`src/rtl/tdn_pkg.sv`:
```
// Shared types and constants for the tree-discovery neighbour state machine.
package tdn_pkg;

    localparam int unsigned PADDR_W  = 4;
    localparam int unsigned PDATA_W  = 32;
    localparam int unsigned DELAY_W  = 24;
    localparam int unsigned COUNT_W  = 32;

    localparam logic [1:0] REG_OWN_DEPTH     = 2'd0;
    localparam logic [1:0] REG_OWN_TREE_PREF = 2'd1;
    localparam logic [1:0] REG_INGRESS       = 2'd2;

    typedef enum logic [2:0] {
        ST_NONE       = 3'd0,
        ST_CANDIDATE  = 3'd1,
        ST_CURRENT    = 3'd2,
        ST_HELD_UP    = 3'd3,
        ST_HELD_DOWN  = 3'd4,
        ST_COLLISION  = 3'd5,
        ST_ADMIN_DOWN = 3'd6
    } tdn_state_t;

    typedef enum logic [2:0] {
        OP_NEW_NEIGHBOR     = 3'd0,
        OP_JOIN             = 3'd1,
        OP_LEAVE            = 3'd2,
        OP_ADVERT_TIMEOUT   = 3'd3,
        OP_TREEHOP_EXPIRED  = 3'd4,
        OP_HOLDDOWN_EXPIRED = 3'd5,
        OP_COLLISION_ADVERT = 3'd6,
        OP_ADMIN_TOGGLE     = 3'd7
    } tdn_op_t;

    typedef struct packed {
        tdn_op_t     operation;
        logic        has_tree_info;
        logic [7:0]  nbr_depth;
        logic [31:0] nbr_tree_pref;
        logic [15:0] nbr_hop_delay;
        logic        same_tree;
        logic        expire_timer_running;
    } tdn_in_t;

    typedef struct packed {
        tdn_state_t         new_state;
        logic               state_changed;
        logic               start_treehop;
        logic [DELAY_W-1:0] treehop_delay;
        logic               cancel_treehop;
        logic               start_holddown;
        logic               add_route;
        logic               delete_route;
        logic               bump_sequence;
        logic               free_neighbor;
        logic               rerun_discovery;
    } tdn_out_t;

    typedef struct packed {
        logic [7:0]  own_depth;
        logic [31:0] own_tree_pref;
        logic        ingress_interface;
    } tdn_cfg_t;

    typedef struct packed {
        logic       wr;
        tdn_state_t prev_state;
    } tdn_log_t;

endpackage

```
`src/rtl/tdn_cfg.sv`:
```
// Configuration register file behind the APB-style port.
module tdn_cfg
    import tdn_pkg::*;
(
    input  logic               clk,
    input  logic               rst_n,
    input  logic               psel,
    input  logic               penable,
    input  logic               pwrite,
    input  logic [PADDR_W-1:0] paddr,
    input  logic [PDATA_W-1:0] pwdata,
    output logic [PDATA_W-1:0] prdata,
    output tdn_cfg_t           cfg
);

    logic [7:0]  own_depth_reg;
    logic [7:0]  own_depth_next;
    logic [31:0] own_tree_pref_reg;
    logic [31:0] own_tree_pref_next;
    logic        ingress_reg;
    logic        ingress_next;
    logic        wr_en;
    logic [1:0]  reg_index;

    assign wr_en     = psel && penable && pwrite;
    assign reg_index = paddr[3:2];

    always_comb
    begin
        own_depth_next     = own_depth_reg;
        own_tree_pref_next = own_tree_pref_reg;
        ingress_next       = ingress_reg;
        if (wr_en)
        begin
            case (reg_index)
                REG_OWN_DEPTH:     own_depth_next     = pwdata[7:0];
                REG_OWN_TREE_PREF: own_tree_pref_next = pwdata;
                REG_INGRESS:       ingress_next       = pwdata[0];
                default:           ;
            endcase
        end
    end

    always_ff @(posedge clk or negedge rst_n)
    begin
        if (!rst_n)
        begin
            own_depth_reg     <= '0;
            own_tree_pref_reg <= '0;
            ingress_reg       <= 1'b0;
        end
        else
        begin
            own_depth_reg     <= own_depth_next;
            own_tree_pref_reg <= own_tree_pref_next;
            ingress_reg       <= ingress_next;
        end
    end

    always_comb
    begin
        case (reg_index)
            REG_OWN_DEPTH:     prdata = {24'd0, own_depth_reg};
            REG_OWN_TREE_PREF: prdata = own_tree_pref_reg;
            REG_INGRESS:       prdata = {31'd0, ingress_reg};
            default:           prdata = '0;
        endcase
    end

    assign cfg.own_depth         = own_depth_reg;
    assign cfg.own_tree_pref     = own_tree_pref_reg;
    assign cfg.ingress_interface = ingress_reg;

endmodule

```
`src/rtl/tdn_step.sv`:
```
// Neighbour state register with next-state and command logic for one event.
module tdn_step
    import tdn_pkg::*;
(
    input  logic     clk,
    input  logic     rst_n,
    input  logic     advance,
    input  tdn_in_t  item,
    input  tdn_cfg_t cfg,
    output tdn_out_t result,
    output tdn_log_t log_wr
);

    tdn_state_t         state_reg;
    tdn_state_t         state_next;
    logic [DELAY_W-1:0] product;
    logic [DELAY_W-1:0] delay;
    logic               collide;
    logic               not_root;
    logic               s_th;
    logic               c_th;
    logic               s_hd;
    logic               add;
    logic               del;
    logic               bump;
    logic               freed;
    logic               changed;

    assign product  = DELAY_W'(item.nbr_depth) * DELAY_W'(item.nbr_hop_delay);
    assign delay    = item.has_tree_info ? product : '0;
    assign not_root = (cfg.own_depth != 8'd0);
    assign collide  = cfg.ingress_interface && item.has_tree_info
                      && (item.nbr_depth == cfg.own_depth)
                      && (item.nbr_tree_pref < cfg.own_tree_pref);

    always_comb
    begin
        state_next = state_reg;
        if (item.operation == OP_ADMIN_TOGGLE
            && (state_reg inside {[ST_CANDIDATE:ST_COLLISION]}))
        begin
            state_next = ST_ADMIN_DOWN;
        end
        else if (item.operation == OP_ADVERT_TIMEOUT
                 && (state_reg inside {[ST_CANDIDATE:ST_HELD_UP]}))
        begin
            state_next = ST_HELD_DOWN;
        end
        else
        begin
            case (state_reg)
                ST_NONE:
                begin
                    if (item.operation == OP_NEW_NEIGHBOR)
                        state_next = collide ? ST_COLLISION : ST_CANDIDATE;
                end
                ST_CANDIDATE:
                begin
                    if (item.operation == OP_JOIN)
                        state_next = (item.has_tree_info && item.same_tree)
                                     ? ST_CURRENT : ST_HELD_UP;
                end
                ST_CURRENT:
                begin
                    if (item.operation == OP_LEAVE)
                        state_next = (item.has_tree_info && !item.same_tree)
                                     ? ST_CANDIDATE : ST_HELD_DOWN;
                end
                ST_HELD_UP:
                begin
                    if (item.operation == OP_TREEHOP_EXPIRED)
                        state_next = ST_CURRENT;
                end
                ST_HELD_DOWN:
                begin
                    if (item.operation == OP_HOLDDOWN_EXPIRED)
                        state_next = item.expire_timer_running
                                     ? ST_CANDIDATE : ST_NONE;
                end
                ST_COLLISION:
                begin
                    if (item.operation == OP_COLLISION_ADVERT)
                        state_next = ST_CANDIDATE;
                end
                default:
                begin
                    state_next = state_reg;
                end
            endcase
        end
    end

    always_comb
    begin
        s_th  = 1'b0;
        c_th  = 1'b0;
        s_hd  = 1'b0;
        add   = 1'b0;
        del   = 1'b0;
        bump  = 1'b0;
        freed = 1'b0;
        if (item.operation == OP_ADMIN_TOGGLE
            && (state_reg inside {[ST_CANDIDATE:ST_COLLISION]}))
        begin
            s_th = 1'b0;
        end
        else if (item.operation == OP_ADVERT_TIMEOUT
                 && (state_reg inside {[ST_CANDIDATE:ST_HELD_UP]}))
        begin
            bump = item.has_tree_info;
            s_hd = 1'b1;
        end
        else
        begin
            case (state_reg)
                ST_CANDIDATE:
                begin
                    if (item.operation == OP_JOIN)
                    begin
                        if (item.has_tree_info && item.same_tree)
                            add = not_root;
                        else
                            s_th = 1'b1;
                    end
                end
                ST_CURRENT:
                begin
                    if (item.operation == OP_LEAVE
                        && !(item.has_tree_info && !item.same_tree))
                    begin
                        bump = item.has_tree_info;
                        s_hd = 1'b1;
                        del  = 1'b1;
                    end
                end
                ST_HELD_UP:
                begin
                    if (item.operation == OP_JOIN)
                    begin
                        c_th = 1'b1;
                        s_th = 1'b1;
                    end
                    else if (item.operation == OP_TREEHOP_EXPIRED)
                    begin
                        add = not_root;
                    end
                end
                ST_HELD_DOWN:
                begin
                    if (item.operation == OP_HOLDDOWN_EXPIRED)
                        freed = !item.expire_timer_running;
                end
                default:
                begin
                    s_th = 1'b0;
                end
            endcase
        end
    end

    assign changed = (state_next != state_reg);

    assign result.new_state       = state_next;
    assign result.state_changed   = changed;
    assign result.start_treehop   = s_th;
    assign result.treehop_delay   = s_th ? delay : '0;
    assign result.cancel_treehop  = c_th;
    assign result.start_holddown  = s_hd;
    assign result.add_route       = add;
    assign result.delete_route    = del;
    assign result.bump_sequence   = bump;
    assign result.free_neighbor   = freed;
    assign result.rerun_discovery = !freed && (state_reg == ST_HELD_DOWN)
                                    && (state_next != ST_HELD_DOWN);

    assign log_wr.wr         = advance && changed && !freed;
    assign log_wr.prev_state = state_reg;

    always_ff @(posedge clk or negedge rst_n)
    begin
        if (!rst_n)
            state_reg <= ST_NONE;
        else if (advance)
            state_reg <= state_next;
    end

endmodule

```
`src/rtl/tdn_log.sv`:
```
// Change counter and ring of previous neighbour states.
module tdn_log
    import tdn_pkg::*;
#(
    parameter int unsigned LOG_DEPTH = 8
)
(
    input  logic     clk,
    input  logic     rst_n,
    input  tdn_log_t log_wr
);

    localparam int unsigned PTR_W = (LOG_DEPTH > 1) ? $clog2(LOG_DEPTH) : 1;
    localparam logic [PTR_W-1:0] PTR_LAST = PTR_W'(LOG_DEPTH - 1);

    logic [COUNT_W-1:0] change_count_reg;
    logic [COUNT_W-1:0] change_count_next;
    logic [PTR_W-1:0]   ptr_reg;
    logic [PTR_W-1:0]   ptr_next;
    tdn_state_t         log_mem [LOG_DEPTH];

    always_comb
    begin
        change_count_next = change_count_reg;
        ptr_next          = ptr_reg;
        if (log_wr.wr)
        begin
            change_count_next = change_count_reg + COUNT_W'(1);
            ptr_next          = (ptr_reg == PTR_LAST) ? '0 : ptr_reg + PTR_W'(1);
        end
    end

    always_ff @(posedge clk or negedge rst_n)
    begin
        if (!rst_n)
        begin
            change_count_reg <= '0;
            ptr_reg          <= '0;
        end
        else
        begin
            change_count_reg <= change_count_next;
            ptr_reg          <= ptr_next;
        end
    end

    always_ff @(posedge clk)
    begin
        if (log_wr.wr)
            log_mem[ptr_reg] <= log_wr.prev_state;
    end

endmodule

```
`src/rtl/tree_discovery_neighbor_fsm.sv`:
```
// Top level of the tree-discovery neighbour state machine.
// Each accepted event is captured in an input register, stepped through the neighbour
// state machine and the 8x16 tree-hop delay multiplier combinationally, and lands in a
// result register: out_valid rises once the event has reached the result register, and a
// new event can be accepted every cycle while out_ready is high. A result waiting for
// out_ready leaves room for one more event in the input register, then in_ready drops.
// The neighbour state advances when an event moves from the input register into the
// result register. Registers (APB, 4-byte stride): 0 own_depth, 1 own_tree_pref,
// 2 ingress_interface; write them only while no transaction is in flight.
module tree_discovery_neighbor_fsm
    import tdn_pkg::*;
#(
    parameter int unsigned LOG_DEPTH = 8
)
(
    input  logic               clk,
    input  logic               rst_n,
    input  logic               psel,
    input  logic               penable,
    input  logic               pwrite,
    input  logic [PADDR_W-1:0] paddr,
    input  logic [PDATA_W-1:0] pwdata,
    output logic [PDATA_W-1:0] prdata,
    output logic               pready,
    input  logic               in_valid,
    output logic               in_ready,
    input  tdn_in_t            in_item,
    output logic               out_valid,
    input  logic               out_ready,
    output tdn_out_t           out_item
);

    tdn_cfg_t cfg;
    tdn_log_t log_wr;
    tdn_out_t result;
    logic     s1_valid_reg;
    logic     s1_valid_next;
    tdn_in_t  s1_item_reg;
    logic     out_valid_reg;
    logic     out_valid_next;
    tdn_out_t out_item_reg;
    logic     advance;
    logic     in_take;

    assign pready = 1'b1;

    tdn_cfg u_cfg (
        .clk     (clk),
        .rst_n   (rst_n),
        .psel    (psel),
        .penable (penable),
        .pwrite  (pwrite),
        .paddr   (paddr),
        .pwdata  (pwdata),
        .prdata  (prdata),
        .cfg     (cfg)
    );

    tdn_step u_step (
        .clk     (clk),
        .rst_n   (rst_n),
        .advance (advance),
        .item    (s1_item_reg),
        .cfg     (cfg),
        .result  (result),
        .log_wr  (log_wr)
    );

    tdn_log #(
        .LOG_DEPTH (LOG_DEPTH)
    ) u_log (
        .clk    (clk),
        .rst_n  (rst_n),
        .log_wr (log_wr)
    );

    assign advance  = s1_valid_reg && (!out_valid_reg || out_ready);
    assign in_ready = !s1_valid_reg || advance;
    assign in_take  = in_valid && in_ready;

    always_comb
    begin
        s1_valid_next  = s1_valid_reg;
        out_valid_next = out_valid_reg;
        if (in_take)
            s1_valid_next = 1'b1;
        else if (advance)
            s1_valid_next = 1'b0;
        if (advance)
            out_valid_next = 1'b1;
        else if (out_ready)
            out_valid_next = 1'b0;
    end

    always_ff @(posedge clk or negedge rst_n)
    begin
        if (!rst_n)
        begin
            s1_valid_reg  <= 1'b0;
            out_valid_reg <= 1'b0;
        end
        else
        begin
            s1_valid_reg  <= s1_valid_next;
            out_valid_reg <= out_valid_next;
        end
    end

    always_ff @(posedge clk)
    begin
        if (in_take)
            s1_item_reg <= in_item;
        if (advance)
            out_item_reg <= result;
    end

    assign out_valid = out_valid_reg;
    assign out_item  = out_item_reg;

    a_adv_fills_out: assert property (@(posedge clk) disable iff (!rst_n)
        advance |=> out_valid_reg)
        else $error("stepped transaction did not reach the result register");

    a_free_to_none: assert property (@(posedge clk) disable iff (!rst_n)
        out_valid_reg && out_item_reg.free_neighbor |-> out_item_reg.new_state == ST_NONE)
        else $error("freed neighbour not returned to None");

    a_delay_idle: assert property (@(posedge clk) disable iff (!rst_n)
        out_valid_reg && !out_item_reg.start_treehop |-> out_item_reg.treehop_delay == '0)
        else $error("tree-hop delay without timer start");

    a_rerun_changed: assert property (@(posedge clk) disable iff (!rst_n)
        out_valid_reg && out_item_reg.rerun_discovery |-> out_item_reg.state_changed)
        else $error("rediscovery without state change");

    a_empty_ready: assert property (@(posedge clk) disable iff (!rst_n)
        !s1_valid_reg |-> in_ready)
        else $error("empty input register refused a transaction");

endmodule

```
`config.mk`:
```
export PLATFORM = sky130hd
export DESIGN_NAME = tree_discovery_neighbor_fsm
export DESIGN_NICKNAME = d
export VERILOG_FILES = /design/src/rtl/tdn_pkg.sv /design/src/rtl/tdn_cfg.sv /design/src/rtl/tdn_step.sv /design/src/rtl/tdn_log.sv /design/src/rtl/tree_discovery_neighbor_fsm.sv
export SDC_FILE = /design/constraint.sdc
export NUM_CORES = 1
export LEC_CHECK = 0
export BUFFER_PORTS_ARGS = -buffer_cell sky130_fd_sc_hd__buf_2
export CORE_MARGIN = 8
export CORE_UTILIZATION = 58
export CTS_CLUSTER_SIZE = 8
export DETAILED_ROUTE_END_ITERATION = 7
export PLACE_DENSITY = 0.82
export SYNTH_ARGS = -nofsm -noshare
export SYNTH_HDL_FRONTEND = slang
export SYNTH_SLANG_ARGS = --single-unit
```
`constraint.sdc`:
```
create_clock -name clk -period 6.3 [get_ports clk]
set_clock_uncertainty 0.05 [all_clocks]
set_input_delay 1.26 -clock clk [delete_from_list [all_inputs] [get_ports clk]]
set_output_delay 1.26 -clock clk [all_outputs]
set_load 0.02 [all_outputs]
```
==> flow_metrics.env, run 1 <==
export IMPL_die_h_um=150
export IMPL_synth_seq_cells=144
export IMPL_max_cap_viol_count=0
export IMPL_cts_root_buf="clkbuf_16"
export IMPL_pwr_density_cell_mw_per_mm2=355
export IMPL_yosysTopAreaCell="edfxtp_1"
export IMPL_gp_congestion=0.879
export IMPL_syn2layout_area_growth_pct=15.9
export IMPL_seq_area_mm2=0.00409
export IMPL_diodes=0
export IMPL_synth_distinct_cells=65
export IMPL_synth_area_leaders="edfxtp_1 28%, fa_1 16%, dfrtp_1 11%, ha_1 9.0%, and2_1 8.4%"
export IMPL_routed_wl_mm=24.3
export IMPL_row_count=49
export IMPL_drtIter0Drc=362
export IMPL_p_seq_share_pct=29.6
export IMPL_grt_pass1_vias=8176
export IMPL_clk_latency_ns=0.43
export IMPL_ys_warn_count=0
export IMPL_cts_resized=0
export IMPL_syn_area_mm2=0.0105
export IMPL_hold_class="flop to flop"
export IMPL_vias=7650
export IMPL_worst_pin_slew_ns=1.09
export IMPL_ys_flop_type="edfxtp_1"
export IMPL_slew_headroom_pct=27.5
export IMPL_fmax_mhz=190
export IMPL_largest_reg_flops=62
export IMPL_layout_drive_gt1_share_pct=19.8
export IMPL_path_clk_slew_ns=0.06
export IMPL_drc=0
export IMPL_ys_seq_area_share_pct=39.1
export IMPL_pin_count=176
export IMPL_syn_nets=1255
export IMPL_drtPass1Iterations=5
export IMPL_synth_cells_most_frequent="140 x and2_1, 139 x inv_1, 98 x edfxtp_1"
export IMPL_r2r_slack_ns=1.04
export IMPL_power_switching_mw=1.72
export IMPL_yosys_cell_count_top_type="and2_1"
export IMPL_multi_input_area_mm2=0.00574
export IMPL_dp_hpwl_mm=17.9
export IMPL_numCtsBuffers=17
export IMPL_synthArstFlopShare_pct=31.9
export IMPL_netlist_instances=991
export IMPL_setup_violations=0
export IMPL_period_needed_ns=5.26
export IMPL_r2r_cells=14
export IMPL_clock_sinks=144
export IMPL_grt_first_pass_wirelength_mm=39.4
export IMPL_startpoint="s1_item_reg[57]"
export IMPL_initial_core_util_pct=58.7
export IMPL_cts_hold_buf=0
export IMPL_synth_top_cell_area_share_pct=28.1
export IMPL_ant_nets=0
export IMPL_avgSynthCellArea_um2=10.6
export IMPL_avgRoutedWirePerCell_um=17.4
export IMPL_port_buffer_count=172
export IMPL_internal_power_mw=2.58
export IMPL_finalNetCount=1420
export IMPL_cp_slowest_cell="edfxtp_1"
export IMPL_end_kind="flop"
export IMPL_gr_total_overflow=0
export IMPL_rsz0062_at_grt="no"
export IMPL_r2r_start="s1_item_reg[57]"
export IMPL_crit_path_end="out_item[28]"
export IMPL_r2r_end="out_item[28]"
export IMPL_crit_top_cell="fa_1"
export IMPL_dieWidth_um=150
export IMPL_viasPerCell=5.47
export IMPL_post_cts_buffers=0
export IMPL_finalCritPeriodShare_pct=83.5
export IMPL_gr_usage_all_layers_pct=22.2
export IMPL_dieArea_mm2=0.0226
export IMPL_clkPwrFrac_pct=24.0
export IMPL_grt_max_degree=64
export IMPL_leakage_nw=5.72
export IMPL_cp_arrival_ns=5.38
export IMPL_critPathKind="flop to flop"
export IMPL_synth_edf_count=98
export IMPL_slew_viol_final=0
export IMPL_hold_ws_ns=0.449
export IMPL_coreArea_mm2=0.0178
export IMPL_fin_setup_tns_ns=0
export IMPL_antenna_found_initial=3
export IMPL_outcome="completed"
export IMPL_worstPathMaxFanout=17
export IMPL_pwr_share_comb_pct=46.4
export IMPL_nFillCells=1301
export IMPL_p_sw_share_pct=39.9
export IMPL_post_dp_cell_area_mm2=0.0115
export IMPL_crit_chain="and2_1 > fa_1 > fa_1 > fa_1 > inv_1 > fa_1 > inv_1 > ha_1 > a21oi_1 > nor3_1 > or4_1 > a21o_1 > a21oi_1 > mux2i_1"
export IMPL_startpoint_type="flop"
export IMPL_cts_buffer_depth=2
export IMPL_finalInstanceArea_mm2=0.0121
export IMPL_cpPeakStageDelay_ns=0.66
export IMPL_finish_utilization_pct=68.0
export IMPL_cts_tree="built"
export IMPL_timing_hold_violations_final=0
export IMPL_vdd_ir_drop_max_mv=0.219
export IMPL_htree_levels=4
export IMPL_cp_required_ns=6.43
cells in the final DEF (no fill, tap or decap), types with 2 or more instances in the layout:
master / synthesis / final
nand2_1: 84 / 84
a211oi_1: 5 / 5
bufinv_16: 0 / 2
o21a_1: 5 / 5
nor3b_1: 3 / 2
a221oi_1: 3 / 3
a2111oi_0: 2 / 2
clkbuf_16: 0 / 17
nand4_1: 6 / 6
buf_4: 1 / 3
a41oi_1: 2 / 2
a31oi_1: 5 / 5
nor2b_1: 9 / 8
nand3_1: 6 / 6
a311oi_1: 2 / 2
nor4_1: 5 / 5
dfrtp_1: 46 / 46
inv_6: 0 / 3
inv_8: 0 / 3
a21o_1: 5 / 5
xor2_1: 16 / 16
mux2_2: 11 / 11
xnor2_1: 4 / 4
a21oi_1: 28 / 28
clkinvlp_4: 0 / 3
o21ai_0: 56 / 56
nor3_1: 16 / 16
edfxtp_1: 98 / 98
nor2_1: 38 / 38
inv_1: 139 / 139
and2_1: 140 / 139
or2_2: 3 / 3
nand2b_1: 14 / 14
nand3b_1: 2 / 2
mux2i_1: 12 / 12
or4_1: 2 / 2
and3_1: 9 / 9
fa_1: 84 / 84
ha_1: 75 / 75
buf_2: 1 / 172
stage by stage:
stage / std cells / total power [mW] / setup slack [ns]
after floorplan: 991 / 2.79 / 1.50
after global placement: 1366 / 3.18 / 1.16
after detailed placement: 1366 / 3.24 / 1.12
after CTS: 1398 / 4.31 / 1.07
after global routing: 1398 / 4.63 / 0.795
final: 1398 / 4.30 / 1.04
metal layers:
layer,vias up,routed length [µm],global-route usage [%]
met5,-,40,0
met4,6,611,8.15
met3,48,1880,6.76
met2,303,12200,38.5
met1,3668,9560,25.4
li1,3625,-,-
layout make-up:
type                    count  share of cell area (%)
flip-flops and latches    144                    33.8
clock inverters            15                    1.46
repair buffers            175                    7.29
clock buffers              17                    3.51
well taps                 229                    2.36
multi-input cells         679                    47.3
inverters                 139                    4.30
critical path, delay by kind of cell (launching register included):
family / cells / cell delay, ns
fa+ha+maj: 5 / 2.54
simple gates: 3 / 0.93
flops: 1 / 0.66
compound gates: 3 / 0.62
buf+inv: 2 / 0.12
mux: 1 / 0.09
how the worst min path moves through the flow:
stage | startpoint | end | cells past startpoint
floorplan | s1_valid_reg | out_valid | 1
global placement | s1_valid_reg | out_valid | 1
detailed placement | s1_valid_reg | out_valid | 1
CTS | s1_valid_reg | out_valid | 1
global route | s1_valid_reg | out_valid | 1
finish | s1_valid_reg | out_valid | 1
kinds of logic after synthesis:
group | share of synthesized area (%)
other cells | 0.0358
buf+inv | 6.15
xor+xnor | 1.67
fa+ha+maj | 25.0
flops | 39.1
compound gates | 7.89
simple gates | 17.7
mux | 2.44
power by group through the flow:
stage	clock network (mW)	logic, mW	registers, mW
CTS	1.05	1.99	1.27
global route	1.08	2.26	1.29
detailed placement	0	1.95	1.29
global placement	0	1.89	1.28
finish	1.03	2.00	1.27
floorplan	0	1.53	1.26
Note: power is estimated with default switching activity, not from simulation.
==> inputs of run 2 (changes only) <==
==> constraint.sdc (replaced) <==
create_clock -name clk -period 4.9 [get_ports clk]
set_clock_uncertainty 0.05 [all_clocks]
set_input_delay 0.98 -clock clk [delete_from_list [all_inputs] [get_ports clk]]
set_output_delay 0.98 -clock clk [all_outputs]
set_load 0.02 [all_outputs]
==> run 2 against run 1 <==
Against the previous run:
- setup slack worse by 0.94 ns
- sequential power increased by 28%
- hold slack got worse by 0.0066 ns
- clock-buffer cell count unchanged
- critical path depth did not move
- cell count up 4.4%
- flip-flop and latch count unchanged
- largest cell class unchanged
- design area up 5.8%
- total power is 45% higher
- highest routed layer unchanged
==> flow_metrics.env, run 2 (same netlist as run 1, synthesis figures left out) <==
export IMPL_gr_total_overflow=0
export IMPL_dpl_cell_count=1412
export IMPL_gp_congestion=0.872
export IMPL_max_cap_viol_count=0
export IMPL_pwr_density_cell_mw_per_mm2=487
export IMPL_antenna_found_initial=4
export IMPL_row_count=49
export IMPL_cts_hold_buf=0
export IMPL_grtUsageMet3_pct=6.34
export IMPL_worst_pin_slew_ns=1.13
export IMPL_cp_required_ns=5.04
export IMPL_largest_reg_flops=62
export IMPL_final_common_cell="buf_2"
export IMPL_cts_root_buf="clkbuf_16"
export IMPL_fin_setup_tns_ns=0
export IMPL_cts_buffer_depth=2
export IMPL_r2r_cells=14
export IMPL_port_buffer_count=172
export IMPL_drc=0
export IMPL_r2r_start="s1_item_reg[57]"
export IMPL_dieWidth_um=150
export IMPL_startpoint_type="flop"
export IMPL_whs_endpoint="out_valid"
export IMPL_hold_start="s1_valid_reg"
export IMPL_coreArea_mm2=0.0178
export IMPL_numCtsBuffers=17
export IMPL_most_common_layout_cells="172 x buf_2, 137 x and2_1, 136 x inv_1"
export IMPL_slew_viol_final=0
export IMPL_grt_busiest_layer="met2"
export IMPL_pin_count=176
export IMPL_whs_path_depth=1
export IMPL_post_dp_cell_area_mm2=0.0119
export IMPL_die_h_um=150
export IMPL_finalNetCount=1481
export IMPL_drtPass1Iterations=6
export IMPL_outcome="completed"
export IMPL_slew_headroom_pct=25.0
export IMPL_grt_first_pass_wirelength_mm=39.3
export IMPL_syn2layout_area_growth_pct=22.6
export IMPL_ant_nets=0
export IMPL_finalCritPeriodShare_pct=97.9
export IMPL_path_clk_slew_ns=0.07
export IMPL_critPathKind="flop to flop"
export IMPL_worstPathMaxFanout=5
export IMPL_finalInstanceArea_mm2=0.0128
export IMPL_hold_class="flop to flop"
export IMPL_avgRoutedWirePerCell_um=17.2
export IMPL_dp_hpwl_mm=18.7
export IMPL_leakage_nw=6.03
export IMPL_vias=7866
export IMPL_initial_core_util_pct=58.7
export IMPL_grt_max_degree=64
export IMPL_htree_levels=4
export IMPL_dieArea_mm2=0.0226
export IMPL_cts_tree="built"
export IMPL_cp_arrival_ns=4.93
export IMPL_clock_sinks=144
export IMPL_finalNonFillerCells=1460
export IMPL_viasPerCell=5.39
export IMPL_routed_wl_mm=25.1
export IMPL_design_power_total_mw=6.25
export IMPL_grt_util_met2_pct=39.1
export IMPL_drtIter0Drc=364
export IMPL_vdd_ir_drop_max_mv=0.340
export IMPL_timing_hold_violations_final=0
export IMPL_fmax_mhz=208
export IMPL_setup_violations=0
export IMPL_period_needed_ns=4.80
export IMPL_layout_drive_gt1_share_pct=26.4
export IMPL_met1_usage_pct=25.1
export IMPL_clk_latency_ns=0.44
export IMPL_r2r_end="out_item[27]"
export IMPL_end_kind="flop"
export IMPL_r2r_slack_ns=0.10
export IMPL_gr_usage_all_layers_pct=22.2
export IMPL_hold_ws_ns=0.443
export IMPL_grt_pass1_vias=8237
==> run 2: cell types whose count changed in the layout (fill, tap and decap cells not counted), moves of 4 or more <==
cell	delta
a21oi_2	+4
ha_1	-11
ha_4	+9
a21oi_1	-4
buf_4	+52
buf_6	+7
==> run 2: final cells by class <==
class | instances | area [µm²]
diodes | 1 | 2.50
well taps | 229 | 287
flip-flops and latches | 144 | 4090
inverters | 139 | 522
clock buffers | 17 | 425
clock inverters | 15 | 165
repair buffers | 236 | 1390
fillers | 1191 | 5010
multi-input cells | 679 | 5940
==> run 2: per-stage QoR <==
stage	setup slack [ns]	util, %
CTS	0.000000444	70.1
floorplan	0.105	-
global route	-0.0452	71.9
finish	0.101	71.9
detailed placement	-0.112	66.6
global placement	0.00220	66.6
==> run 2: power by group <==
group / switching [mW] / internal (mW) / total (mW) / leakage [nW]
clock network: 0.572 / 0.725 / 1.30 / 0.286
logic: 1.74 / 1.59 / 3.33 / 4.24
registers: 0.142 / 1.48 / 1.62 / 1.51
==> run 2: worst max-delay path: stages (launching register included) <==
cell,delay [ns]
edfxtp_1,0.49
buf_6,0.18
and2_1,0.15
fa_1,0.56
fa_1,0.46
fa_1,0.57
inv_1,0.06
fa_1,0.52
inv_1,0.04
ha_2,0.20
or2_2,0.29
o2111a_1,0.27
or2_4,0.25
o41ai_4,0.33
mux2i_1,0.11
==> run 2: layer usage <==
metal	part of all wire [%]	up-vias
li1	-	3749
met1	38	3756
met2	51	299
met3	7.9	56
met4	2.7	6
met5	0.15	-
==> run 2: worst max path at each step <==
stage / end / start
floorplan: out_item[28] / s1_item_reg[55]
global placement: out_item[28] / s1_item_reg[56]
detailed placement: out_item[28] / s1_item_reg[56]
CTS: out_item[28] / s1_item_reg[12]
global route: out_item[27] / s1_item_reg[55]
finish: out_item[27] / s1_item_reg[57]
==> run 2: repair_timing <==
item	4_1_cts	5_1_grt
setup endpoints to repair	4	10
resized for setup	4	42
pin swaps	2	38
buffers inserted	1	14
